==> config.mk <==
export PLATFORM = sky130hd
export DESIGN_NAME = peer_pairing_state_table_core
export DESIGN_NICKNAME = d
export VERILOG_FILES = /design/src/design/ppst_pkg.sv /design/src/design/ppst_cell.sv /design/src/design/peer_pairing_state_table_core.sv
export SDC_FILE = /design/constraint.sdc
export NUM_CORES = 1
export LEC_CHECK = 0
export BUFFER_PORTS_ARGS = -buffer_cell sky130_fd_sc_hd__buf_2
export CAP_MARGIN = 20
export CORE_MARGIN = 2
export CORE_UTILIZATION = 65
export DETAILED_ROUTE_END_ITERATION = 6
export HOLD_SLACK_MARGIN = 0.06
export PLACE_DENSITY = 0.84
export RECOVER_POWER = 100
export SYNTH_ARGS = -nofsm -noshare
export SYNTH_HDL_FRONTEND = slang
export SYNTH_SLANG_ARGS = --single-unit
export TNS_END_PERCENT = 5
==> constraint.sdc <==
create_clock -name clk -period 13.8 [get_ports clk]
set_input_delay 4.14 -clock clk [delete_from_list [all_inputs] [get_ports clk]]
set_output_delay 4.14 -clock clk [all_outputs]
set_load 0.005 [all_outputs]
==> src/design/ppst_pkg.sv <==
package ppst_pkg;

    localparam int MAX_PEERS_DEF = 16;
    localparam int ID_BITS_DEF   = 32;

    localparam logic [2:0] MODE_INITIATE = 3'd0;
    localparam logic [2:0] MODE_REQUEST  = 3'd1;
    localparam logic [2:0] MODE_RESPONSE = 3'd2;
    localparam logic [2:0] MODE_FORCE    = 3'd3;

    localparam logic [2:0] ERR_NONE    = 3'd0;
    localparam logic [2:0] ERR_CODE    = 3'd1;
    localparam logic [2:0] ERR_ILLEGAL = 3'd2;
    localparam logic [2:0] ERR_UNKNOWN = 3'd3;
    localparam logic [2:0] ERR_FULL    = 3'd4;

    localparam logic [3:0] ST_DISCOVERED = 4'd0;
    localparam logic [3:0] ST_UNTRUSTED  = 4'd1;
    localparam logic [3:0] ST_PAIRING    = 4'd2;
    localparam logic [3:0] ST_TRUSTED    = 4'd3;
    localparam logic [3:0] ST_REJECTED   = 4'd7;
    localparam logic [3:0] ST_LAST       = 4'd8;

    // bit t of row f set: move from f to t is legal
    localparam logic [15:0] LEGAL_MOVES [0:8] = '{
        16'h0083, 16'h0086, 16'h018C, 16'h0118, 16'h0130,
        16'h0160, 16'h0140, 16'h0081, 16'h0103
    };

    typedef struct packed {
        logic [2:0]  mode;
        logic [31:0] peer_id;
        logic        code_present;
        logic        accepted;
        logic [3:0]  target_state;
        logic [31:0] fence;
    } req_t;

    typedef struct packed {
        logic [2:0]  error;
        logic [3:0]  peer_state;
        logic        reply_valid;
        logic [31:0] reply_peer_id;
        logic        reply_accepted;
        logic [31:0] reply_fence;
    } rsp_t;

    // search token handed from cell to cell
    typedef struct packed {
        logic       active;
        logic       found;
        logic [3:0] state;
    } probe_t;

    // broadcast entry update
    typedef struct packed {
        logic       en;
        logic       add;
        logic [3:0] state;
    } wr_t;

    function automatic logic move_legal(input logic [3:0] from, input logic [3:0] to);
        logic ok;
        ok = 1'b0;
        if (from <= ST_LAST && to <= ST_LAST)
        begin
            ok = LEGAL_MOVES[from][to];
        end
        return ok;
    endfunction

endpackage

==> src/design/ppst_cell.sv <==
module ppst_cell #(
    parameter int IDX   = 0,
    parameter int CNT_W = 5,
    parameter int KEY_W = 32
) (
    input  logic                 clk,
    input  logic                 rst_n,
    input  logic [CNT_W-1:0]     count,
    input  logic [KEY_W-1:0]     key,
    input  logic                 clear,
    input  ppst_pkg::wr_t        wr,
    input  ppst_pkg::probe_t     probe_in,
    output ppst_pkg::probe_t     probe_out
);

    localparam logic [CNT_W-1:0] IDX_C = CNT_W'(IDX);

    logic [KEY_W-1:0]  key_reg;
    logic [3:0]        state_reg;
    logic              hit_reg;
    logic              hit_next;
    ppst_pkg::probe_t  probe_reg;
    ppst_pkg::probe_t  probe_next;
    logic              match;
    logic              sel;

    assign match = probe_in.active && !probe_in.found && (IDX_C < count) && (key_reg == key);
    assign sel   = wr.add ? (count == IDX_C) : hit_reg;

    always_comb
    begin
        probe_next = probe_in;
        if (match)
        begin
            probe_next.found = 1'b1;
            probe_next.state = state_reg;
        end
        hit_next = clear ? 1'b0 : (match ? 1'b1 : hit_reg);
    end

    always_ff @(posedge clk or negedge rst_n)
    begin
        if (!rst_n)
        begin
            probe_reg <= '0;
            hit_reg   <= 1'b0;
        end
        else
        begin
            probe_reg <= probe_next;
            hit_reg   <= hit_next;
        end
    end

    always_ff @(posedge clk)
    begin
        if (wr.en && sel)
        begin
            state_reg <= wr.state;
            if (wr.add)
            begin
                key_reg <= key;
            end
        end
    end

    assign probe_out = probe_reg;

endmodule

==> src/design/peer_pairing_state_table_core.sv <==
// peer pairing state table
// request channel: start with req; taken at a clock edge where start is high
// and busy is low. busy stays high until the result has been delivered.
// result channel: done is high for exactly one cycle with rsp valid; the
// receiver cannot stall, so every result is taken in that cycle.
// the peers live in a row of MAX_PEERS cells. a search token enters the first
// cell in the cycle after the request is taken and moves one cell per cycle,
// picking up the state of the matching peer. when it leaves the last cell
// the update is written back and the result is registered.
// busy falls with done, so a new request can be taken while done is high;
// no new request is taken while one is still moving through the cell chain.
// reset empties the table (peer count zero) and returns to idle at once;
// no clearing pass is needed.
module peer_pairing_state_table_core #(
    parameter int MAX_PEERS = ppst_pkg::MAX_PEERS_DEF,
    parameter int ID_BITS   = ppst_pkg::ID_BITS_DEF
) (
    input  logic           clk,
    input  logic           rst_n,
    input  logic           start,
    output logic           busy,
    input  ppst_pkg::req_t req,
    output logic           done,
    output ppst_pkg::rsp_t rsp
);

    localparam int KEY_W = (ID_BITS < 32) ? ID_BITS : 32;
    localparam int CNT_W = $clog2(MAX_PEERS + 1);
    localparam logic [CNT_W-1:0] FULL_C = CNT_W'(MAX_PEERS);

    typedef enum logic [1:0] { S_IDLE, S_SEARCH } fsm_t;

    fsm_t              state_reg;
    ppst_pkg::req_t    req_reg;
    ppst_pkg::rsp_t    rsp_reg;
    ppst_pkg::rsp_t    rsp_next;
    logic              done_reg;
    logic              launch_reg;
    logic [CNT_W-1:0]  count_reg;
    logic [CNT_W-1:0]  count_next;
    logic              accept;
    logic              finish;
    logic [KEY_W-1:0]  key;
    ppst_pkg::wr_t     wr;
    ppst_pkg::probe_t  chain [0:MAX_PEERS];
    ppst_pkg::probe_t  last;
    logic [3:0]        cur;
    logic [3:0]        from;
    logic              full;

    assign accept = start && (state_reg == S_IDLE);
    assign busy   = (state_reg != S_IDLE);
    assign key    = req_reg.peer_id[KEY_W-1:0];
    assign chain[0] = '{active: launch_reg, found: 1'b0, state: ppst_pkg::ST_DISCOVERED};
    assign last   = chain[MAX_PEERS];
    assign finish = (state_reg == S_SEARCH) && last.active;
    assign full   = (count_reg == FULL_C);
    assign cur    = last.found ? last.state : ppst_pkg::ST_DISCOVERED;

    genvar gi;
    generate
        for (gi = 0; gi < MAX_PEERS; gi++)
        begin : g_cell
            ppst_cell #(
                .IDX   (gi),
                .CNT_W (CNT_W),
                .KEY_W (KEY_W)
            ) u_cell (
                .clk       (clk),
                .rst_n     (rst_n),
                .count     (count_reg),
                .key       (key),
                .clear     (accept),
                .wr        (wr),
                .probe_in  (chain[gi]),
                .probe_out (chain[gi+1])
            );
        end
    endgenerate

    always_comb
    begin
        wr         = '0;
        from       = (cur == ppst_pkg::ST_DISCOVERED) ? ppst_pkg::ST_UNTRUSTED : cur;
        rsp_next   = '0;
        rsp_next.error      = ppst_pkg::ERR_NONE;
        rsp_next.peer_state = cur;
        case (req_reg.mode)
            ppst_pkg::MODE_INITIATE, ppst_pkg::MODE_REQUEST:
            begin
                if (!req_reg.code_present)
                begin
                    rsp_next.error = ppst_pkg::ERR_CODE;
                end
                else if (!last.found && full)
                begin
                    rsp_next.error = ppst_pkg::ERR_FULL;
                end
                else if (req_reg.mode == ppst_pkg::MODE_REQUEST)
                begin
                    wr = '{en: 1'b1, add: !last.found, state: ppst_pkg::ST_TRUSTED};
                    rsp_next.reply_valid    = 1'b1;
                    rsp_next.reply_peer_id  = 32'(key);
                    rsp_next.reply_accepted = 1'b1;
                    rsp_next.reply_fence    = req_reg.fence;
                end
                else if (ppst_pkg::move_legal(from, ppst_pkg::ST_PAIRING))
                begin
                    wr = '{en: 1'b1, add: !last.found, state: ppst_pkg::ST_PAIRING};
                end
                else
                begin
                    rsp_next.error = ppst_pkg::ERR_ILLEGAL;
                end
            end
            ppst_pkg::MODE_RESPONSE:
            begin
                if (!last.found)
                begin
                    rsp_next.error = ppst_pkg::ERR_UNKNOWN;
                end
                else if (!req_reg.accepted)
                begin
                    wr = '{en: 1'b1, add: 1'b0, state: ppst_pkg::ST_REJECTED};
                end
                else if (ppst_pkg::move_legal(cur, ppst_pkg::ST_TRUSTED))
                begin
                    wr = '{en: 1'b1, add: 1'b0, state: ppst_pkg::ST_TRUSTED};
                end
                else
                begin
                    rsp_next.error = ppst_pkg::ERR_ILLEGAL;
                end
            end
            ppst_pkg::MODE_FORCE:
            begin
                if (!last.found)
                begin
                    rsp_next.error = ppst_pkg::ERR_UNKNOWN;
                end
                else if (ppst_pkg::move_legal(cur, req_reg.target_state))
                begin
                    wr = '{en: 1'b1, add: 1'b0, state: req_reg.target_state};
                end
                else
                begin
                    rsp_next.error = ppst_pkg::ERR_ILLEGAL;
                end
            end
            default:
            begin
                rsp_next.error = ppst_pkg::ERR_NONE;
            end
        endcase
        if (wr.en)
        begin
            rsp_next.peer_state = wr.state;
        end
        wr.en      = wr.en && finish;
        count_next = (wr.en && wr.add) ? count_reg + 1'b1 : count_reg;
    end

    always_ff @(posedge clk or negedge rst_n)
    begin
        if (!rst_n)
        begin
            state_reg  <= S_IDLE;
            done_reg   <= 1'b0;
            rsp_reg    <= '0;
            launch_reg <= 1'b0;
            count_reg  <= '0;
        end
        else
        begin
            done_reg   <= 1'b0;
            launch_reg <= accept;
            count_reg  <= count_next;
            case (state_reg)
                S_IDLE:
                begin
                    if (accept)
                    begin
                        state_reg <= S_SEARCH;
                    end
                end
                S_SEARCH:
                begin
                    if (finish)
                    begin
                        state_reg <= S_IDLE;
                        done_reg  <= 1'b1;
                        rsp_reg   <= rsp_next;
                    end
                end
                default:
                begin
                    state_reg <= S_IDLE;
                end
            endcase
        end
    end

    always_ff @(posedge clk)
    begin
        if (accept)
        begin
            req_reg <= req;
        end
    end

    assign done = done_reg;
    assign rsp  = rsp_reg;

`ifndef SYNTHESIS
    a_count_bound: assert property (@(posedge clk) disable iff (!rst_n)
        count_reg <= FULL_C)
        else $error("peer count beyond table size");

    a_done_ends_busy: assert property (@(posedge clk) disable iff (!rst_n)
        done |-> !busy && $past(busy))
        else $error("result without a request in flight");

    a_reply_clean: assert property (@(posedge clk) disable iff (!rst_n)
        done && rsp.reply_valid |-> rsp.error == ppst_pkg::ERR_NONE
            && rsp.peer_state == ppst_pkg::ST_TRUSTED)
        else $error("reply on a failed request");

    a_add_only_new: assert property (@(posedge clk) disable iff (!rst_n)
        wr.en && wr.add |-> !last.found && !full)
        else $error("entry added for a known peer or into a full table");
`endif

endmodule

Yosys cells after proc, flatten, opt, wreduce, memory -nomap -nowiden
Memory sizes are Yosys's and may differ from the RTL's. Index checks and enable logic that the tools add are counted.

Output and inout port bits: 75. Memories: 2. ROM bits: 512. Latch bits: 0. Input port bits: 76. Bits in registers: 843. RAM bits: 0. Word-level logic and storage cells: 416.

Memory list: (name not given) (depth 16, width 16, rd ports 1, clocked after Yosys merged registers in 0, write ports 0, line ppst_pkg.sv:67) `ok = LEGAL_MOVES[from][to];`; (name not given) (depth 16, width 16, rd ports 1, clocked after Yosys merged registers in 0, write ports 0, line ppst_pkg.sv:67).

Add/sub/neg operators: 1. Magnitude comparators: 22. Multiply operators: 0. Eq/ne operators: 38. Reductions and logical operators: 125. Divide/modulo/power cells: 0. Mux-type cells: 114. Shift operators: 0. Bitwise operators: 2.

Operators with widths (number): equality test 32 bit (16); two-way mux 66 bit (4); two-way mux 5 bit (16); logical AND 1 bit (69); two-way mux 1 bit (63); two-way mux 6 bit (9); equality test 5 x 4 -> 1 bit, second input constant (8); less-than comparator 4 x 5 -> 1 bit, first input constant (8); AND reduction 2 bit (18); nonzero test 2 bit (17); two-way mux 16 bit (2); equality test 5 x 3 -> 1 bit, second input constant (4); less-than comparator 3 x 5 -> 1 bit, first input constant (4); two-way mux 2 bit (9); one-hot mux 6 bit (3 select lines) (1); zero test 1 bit (16); <= comparator 4 bit, second input constant (3); two-way mux 3 bit (4); two-way mux 4 bit (3); equality test 5 x 2 -> 1 bit, second input constant (2); >= comparator 5 bit, second input constant (2); less-than comparator 1 x 5 -> 1 bit, first input constant (2); less-than comparator 2 x 5 -> 1 bit, first input constant (2); inverter 4 -> 5 bit (2); other kinds (16) (18).

Depth between registers and ports, before layout
Depth after elaboration: 20. Mapped depth: 11. Gate-level depth less buffers: 10.

Hierarchy
From an unflattened synthesis, not the netlist that was laid out.

Cell total of the unflattened synthesis: 1946. Area total of the unflattened synthesis: 33290.7 um^2.

Modules (own cells, without submodules): peer_pairing_state_table_core (sequential area each 4194.0 um^2, area each 5586.6 um^2, cells an instance 349, times used 1); ppst_cell at g_cell[13].u_cell ... (sequential area each 1256.2 um^2, area each 1725.4 um^2, cells an instance 99, times used 2); ppst_cell at g_cell[14].u_cell (sequential area each 1256.2 um^2, area each 1765.4 um^2, cells an instance 104, times used 1); ppst_cell at g_cell[0].u_cell (sequential area each 1256.2 um^2, area each 1750.4 um^2, cells an instance 101, times used 1); ppst_cell at g_cell[10].u_cell (sequential area each 1256.2 um^2, area each 1744.2 um^2, cells an instance 101, times used 1); ppst_cell at g_cell[4].u_cell (sequential area each 1256.2 um^2, area each 1735.4 um^2, cells an instance 102, times used 1); ppst_cell at g_cell[2].u_cell (sequential area each 1256.2 um^2, area each 1734.2 um^2, cells an instance 101, times used 1); ppst_cell at g_cell[12].u_cell (sequential area each 1256.2 um^2, area each 1731.7 um^2, cells an instance 102, times used 1); ppst_cell at g_cell[8].u_cell (sequential area each 1256.2 um^2, area each 1731.7 um^2, cells an instance 100, times used 1); ppst_cell at g_cell[9].u_cell (sequential area each 1256.2 um^2, area each 1729.2 um^2, cells an instance 99, times used 1); ppst_cell at g_cell[5].u_cell (sequential area each 1256.2 um^2, area each 1727.9 um^2, cells an instance 99, times used 1); ppst_cell at g_cell[11].u_cell (sequential area each 1256.2 um^2, area each 1722.9 um^2, cells an instance 99, times used 1); ppst_cell at g_cell[7].u_cell (sequential area each 1256.2 um^2, area each 1722.9 um^2, cells an instance 98, times used 1); ppst_cell at g_cell[1].u_cell (sequential area each 1256.2 um^2, area each 1721.7 um^2, cells an instance 98, times used 1); +2 rows.

Worst setup path after synthesis
No wires, ideal clock.

Path type: in2reg. From: input port start. To: register req_reg, in the netlist key[0] (enable). Arrival time: 6.560 ns. Slack: 6.773 ns. Setup time: 0.467 ns. Cell stages on the path: 3. Required time: 13.333 ns. Path through: nand2b_1 inv_1 clkbuf_1.

Cells in the longest elaborated chain, start to end: 1.

RTL lines: start, declared (line peer_pairing_state_table_core.sv:20) `input logic start,`; logical AND 1 bit (line peer_pairing_state_table_core.sv:51) `assign accept = start && (state_reg == S_IDLE);`; net accept (line peer_pairing_state_table_core.sv:41) `logic accept;`; end signal, assigned (line peer_pairing_state_table_core.sv:207) `req_reg <= req;`; end, declared (line peer_pairing_state_table_core.sv:34) `ppst_pkg::req_t req_reg;`.

The timed path passes the listed nets, and every way through them passes these cells. A chain may end at the register's enable or synchronous reset.

Final worst setup path
From: input port start. To: register req_reg, in the netlist key[19] (enable).

Cells in the longest elaborated chain, start to end: 1.

RTL lines (line): logical AND 1 bit (peer_pairing_state_table_core.sv:51).

No other way between the ends.

==> Flow_metrics.wiki <==
{| class="wikitable"
! Metric !! Value
|-
| Routed Antenna Nets || 0
|-
| Mean routed wirelength per cell || 25.7 um
|-
| Layout overhead on the synthesized area || 11.2%
|-
| Power density normalized to cell area || 132 nW/um^2
|-
| Synthesized area per cell || 16.5 sq um
|-
| Number of remaining DRC errors || 0
|-
| Violated checks || capacitance limit, slew limit
|-
| Unrepaired setup endpoints after global routing || no
|-
| Wire length of the first global-routing pass || 115000 um
|-
| Vias in the first global route || 18900
|-
| Status || finished, violations left
|-
| Max-cap check violation count || 63
|-
| Synth Flop Type || sky130_fd_sc_hd__edfxtp_1
|-
| Critical path class || in -> reg
|-
| Cell types with the largest area share after synthesis || sky130_fd_sc_hd__edfxtp_1 58%, sky130_fd_sc_hd__dfrtp_1 14%, sky130_fd_sc_hd__xor2_1 9.4%
|-
| Final routed wirelength across all metal layers || 76000 um
|-
| Net count of the mapped netlist || 2101
|-
| GPL Wtd Cong || approximately 0.95
|-
| Number of antenna violations at the first check in global routing || 3
|-
| Post-Route Skew || 0.0239 ns
|-
| Upper clock frequency limit || 127 MHz
|-
| Gate Count Post-Synth || between 2000 and 2500
|-
| Area occupied by registers || approximately 24000 sq um
|-
| Sum of internal, switching and leakage power || 4.88 mW
|-
| Setup TNS || 0 ns
|-
| Die Ht || between 200 and 250 um
|-
| Worst-path clk slew || 0.06 ns
|-
| Boundary pin count || 151
|-
| Utilization after layout || 0.735
|-
| Placed Instance Area || roughly 35000 sq um
|-
| Worst-case clock buffer depth || 3
|-
| Detailed-placement wirelength estimate || 42600 um
|-
| PnR worst setup slack || 5.95 ns
|-
| Number of cell rows || between 80 and 90
|-
| Final clock period utilization by the worst path || 0.569
|-
| Worst-margin pin slew || 3.92 ns
|-
| Max-slew headroom || -1.61
|-
| Max-slew violation count || 1865
|-
| Kind of start point of the critical path || input pin
|-
| Crit end category || flop
|-
| CP required || 13.94 ns
|-
| Total number of vias || 18400
|-
| Hold violation total from the final report || 0
|-
| Sequential-to-total area share from yosys stat || 0.729
|-
| Number of buffers created by CTS || 81
|-
| Endpoints failing setup || 0
|-
| Tightest Hold Check Type || reg -> reg
|-
| Max VDD drop || 98.2 uV
|-
| Max reg flops || 512
|-
| Dominant cell by count in the synthesized netlist || sky130_fd_sc_hd__edfxtp_1
|-
| Core region area || about 50000 sq um
|-
| Area enclosed by the die boundary || 53100 sq um
|-
| Final net count || about 2300
|-
| Fill cell count || just under 3000
|-
| Post-route cell area || ~37000 sq um
|-
| Clock tree root driver cell || sky130_fd_sc_hd__clkbuf_16
|-
| Setup bufs post-CTS || 0
|-
| Register bit total from synthesis || roughly 840
|-
| Clock latency on the worst-skew pair || 0.63 ns
|-
| Clock sink count || approximately 840
|-
| Distinct cells, synth || between 60 and 70
|-
| Hold buffer count at CTS || 0
|-
| Final worst path period need || 7.85 ns
|-
| EDFF count, synth || 649
|-
| Async set-or-reset flop fraction in the synthesized netlist || 0.228
|-
| Chip Width || between 200 and 250 um
|-
| Port bufs || 150
|-
| Fraction of layout instances using a drive strength above 1 || 0.134
|-
| Proportion of netlist area held by the largest area contributor || 0.585
|-
| Number of H-tree branching levels || 3
|-
| Combined global-route utilization of all metal layers || 0.290
|-
| Total of warnings raised by yosys || 0
|-
| Placement-stage worst setup slack || 7.79 ns
|-
| Vias per inst || between 6 and 7
|-
| Leakage power figure || 13.5 nW
|-
| Post-cts sizing count || 0
|-
| Signal arrival time at the worst endpoint || 7.99 ns
|-
| GR Overflow Total || 0
|-
| Initial core utilization || 0.661
|-
| Pin count of the biggest net entering global routing || approximately 120
|-
| Cell type with the largest total area after synthesis || sky130_fd_sc_hd__edfxtp_1
|-
| Initial DRT Pass Iterations || 5
|-
| Area taken by multi-input logic gates || 8400 sq um
|-
| Most instantiated cells after synthesis || 649 x sky130_fd_sc_hd__edfxtp_1, 358 x sky130_fd_sc_hd__xor2_1, 192 x sky130_fd_sc_hd__dfrtp_1
|-
| CTS tree || done
|-
| Post-synth design cell area || 33300 sq um
|-
| Number of DRC markers in iteration 0 || roughly 2200
|-
| CP Max Fanout || 67
|}
[path summary, 6_finish.rpt]
path / to / cells past startpoint / slack [ns] / from
max in group asynchronous: g_cell[11].u_cell.hit_reg / 2 / 5.96 / rst_n
max reg2reg: g_cell[8].u_cell.probe_out[3] / 7 / 7.50 / key[13]
max: key[19] / 4 / 5.95 / start
min reg2reg: g_cell[14].u_cell.probe_out[5] / 0 / 0.37 / g_cell[13].u_cell.probe_out[5]
min: g_cell[14].u_cell.probe_out[5] / 0 / 0.37 / g_cell[13].u_cell.probe_out[5]
min in group asynchronous: rsp[1] / 1 / 3.65 / rst_n
[critical path: stages]
cell	delay (ns)
sky130_fd_sc_hd__clkbuf_1	0.10
sky130_fd_sc_hd__nand2b_1	0.23
sky130_fd_sc_hd__clkinvlp_2	0.62
sky130_fd_sc_hd__clkbuf_1	2.77
[report_power, final]
group          total (mW)  internal (mW)  switching [mW]
Clock                2.11           1.20           0.911
Sequential           2.72           2.71         0.00683
Combinational      0.0440         0.0184          0.0256
[stage by stage]
step / cells / hold WS [ns]
2_1_floorplan: 2020 / 0.346
3_3_place_gp: 2811 / 0.356
3_5_place_dp: 2811 / 0.365
4_1_cts: 2954 / 0.371
5_1_grt: 2957 / 0.380
6_report: 2957 / 0.369
[placed cells by master (no fill, tap or decap), types with 6 or more instances in the layout]
cell / instances
sky130_fd_sc_hd__or2_2: 18
sky130_fd_sc_hd__clkbuf_16: 85
sky130_fd_sc_hd__nand4_1: 50
sky130_fd_sc_hd__a22o_1: 64
sky130_fd_sc_hd__a21oi_1: 18
sky130_fd_sc_hd__inv_1: 9
sky130_fd_sc_hd__o21ai_0: 7
sky130_fd_sc_hd__buf_2: 109
sky130_fd_sc_hd__edfxtp_1: 649
sky130_fd_sc_hd__nand2b_1: 10
sky130_fd_sc_hd__mux2_2: 44
sky130_fd_sc_hd__nor2_1: 44
sky130_fd_sc_hd__nand3_1: 30
sky130_fd_sc_hd__nand4b_1: 6
sky130_fd_sc_hd__nand2_1: 36
sky130_fd_sc_hd__dfrtp_1: 192
sky130_fd_sc_hd__xor2_1: 358
sky130_fd_sc_hd__clkinv_2: 16
sky130_fd_sc_hd__clkbuf_1: 123
sky130_fd_sc_hd__xnor2_1: 157
sky130_fd_sc_hd__mux2_1: 17
sky130_fd_sc_hd__o21a_1: 8
sky130_fd_sc_hd__nor2_2: 11
sky130_fd_sc_hd__nor3_1: 20
sky130_fd_sc_hd__clkinv_1: 10
sky130_fd_sc_hd__nor4_1: 95
[logic make-up (layout without fill, tap and decap cells)]
group,after synthesis,after routing,synth area share
AOI/OAI and AO/OA,136,136,0.0337
buffers and inverters,104,367,0.0154
DFF,841,841,0.729
other,0,2,0
adders and majority gates,5,5,0.00188
xor gates and xnor gates,515,515,0.135
muxes,62,62,0.0209
and+or+nand+nor,357,357,0.0635
[layer usage]
layer | vias up | track usage | wire, um | part of all wire
li1 | 7826 | - | - | -
met3 | 197 | 0.0581 | 6450 | 0.085
met2 | 936 | 0.476 | 37200 | 0.49
met4 | 0 | 0.0968 | 2440 | 0.032
met1 | 9486 | 0.395 | 29900 | 0.39
met5 | - | 0 | 0 | 0
[area by class of cell]
class                   count  share of cell area
diodes                      2            0.000135
clock buffers             109              0.0609
clock inverters            34             0.00672
inverters                  10             0.00105
multi-input cells        1075               0.227
flip-flops and latches    841               0.656
well taps                 672              0.0227
repair buffers            214              0.0257
Power figures use the tool's default switching activity.
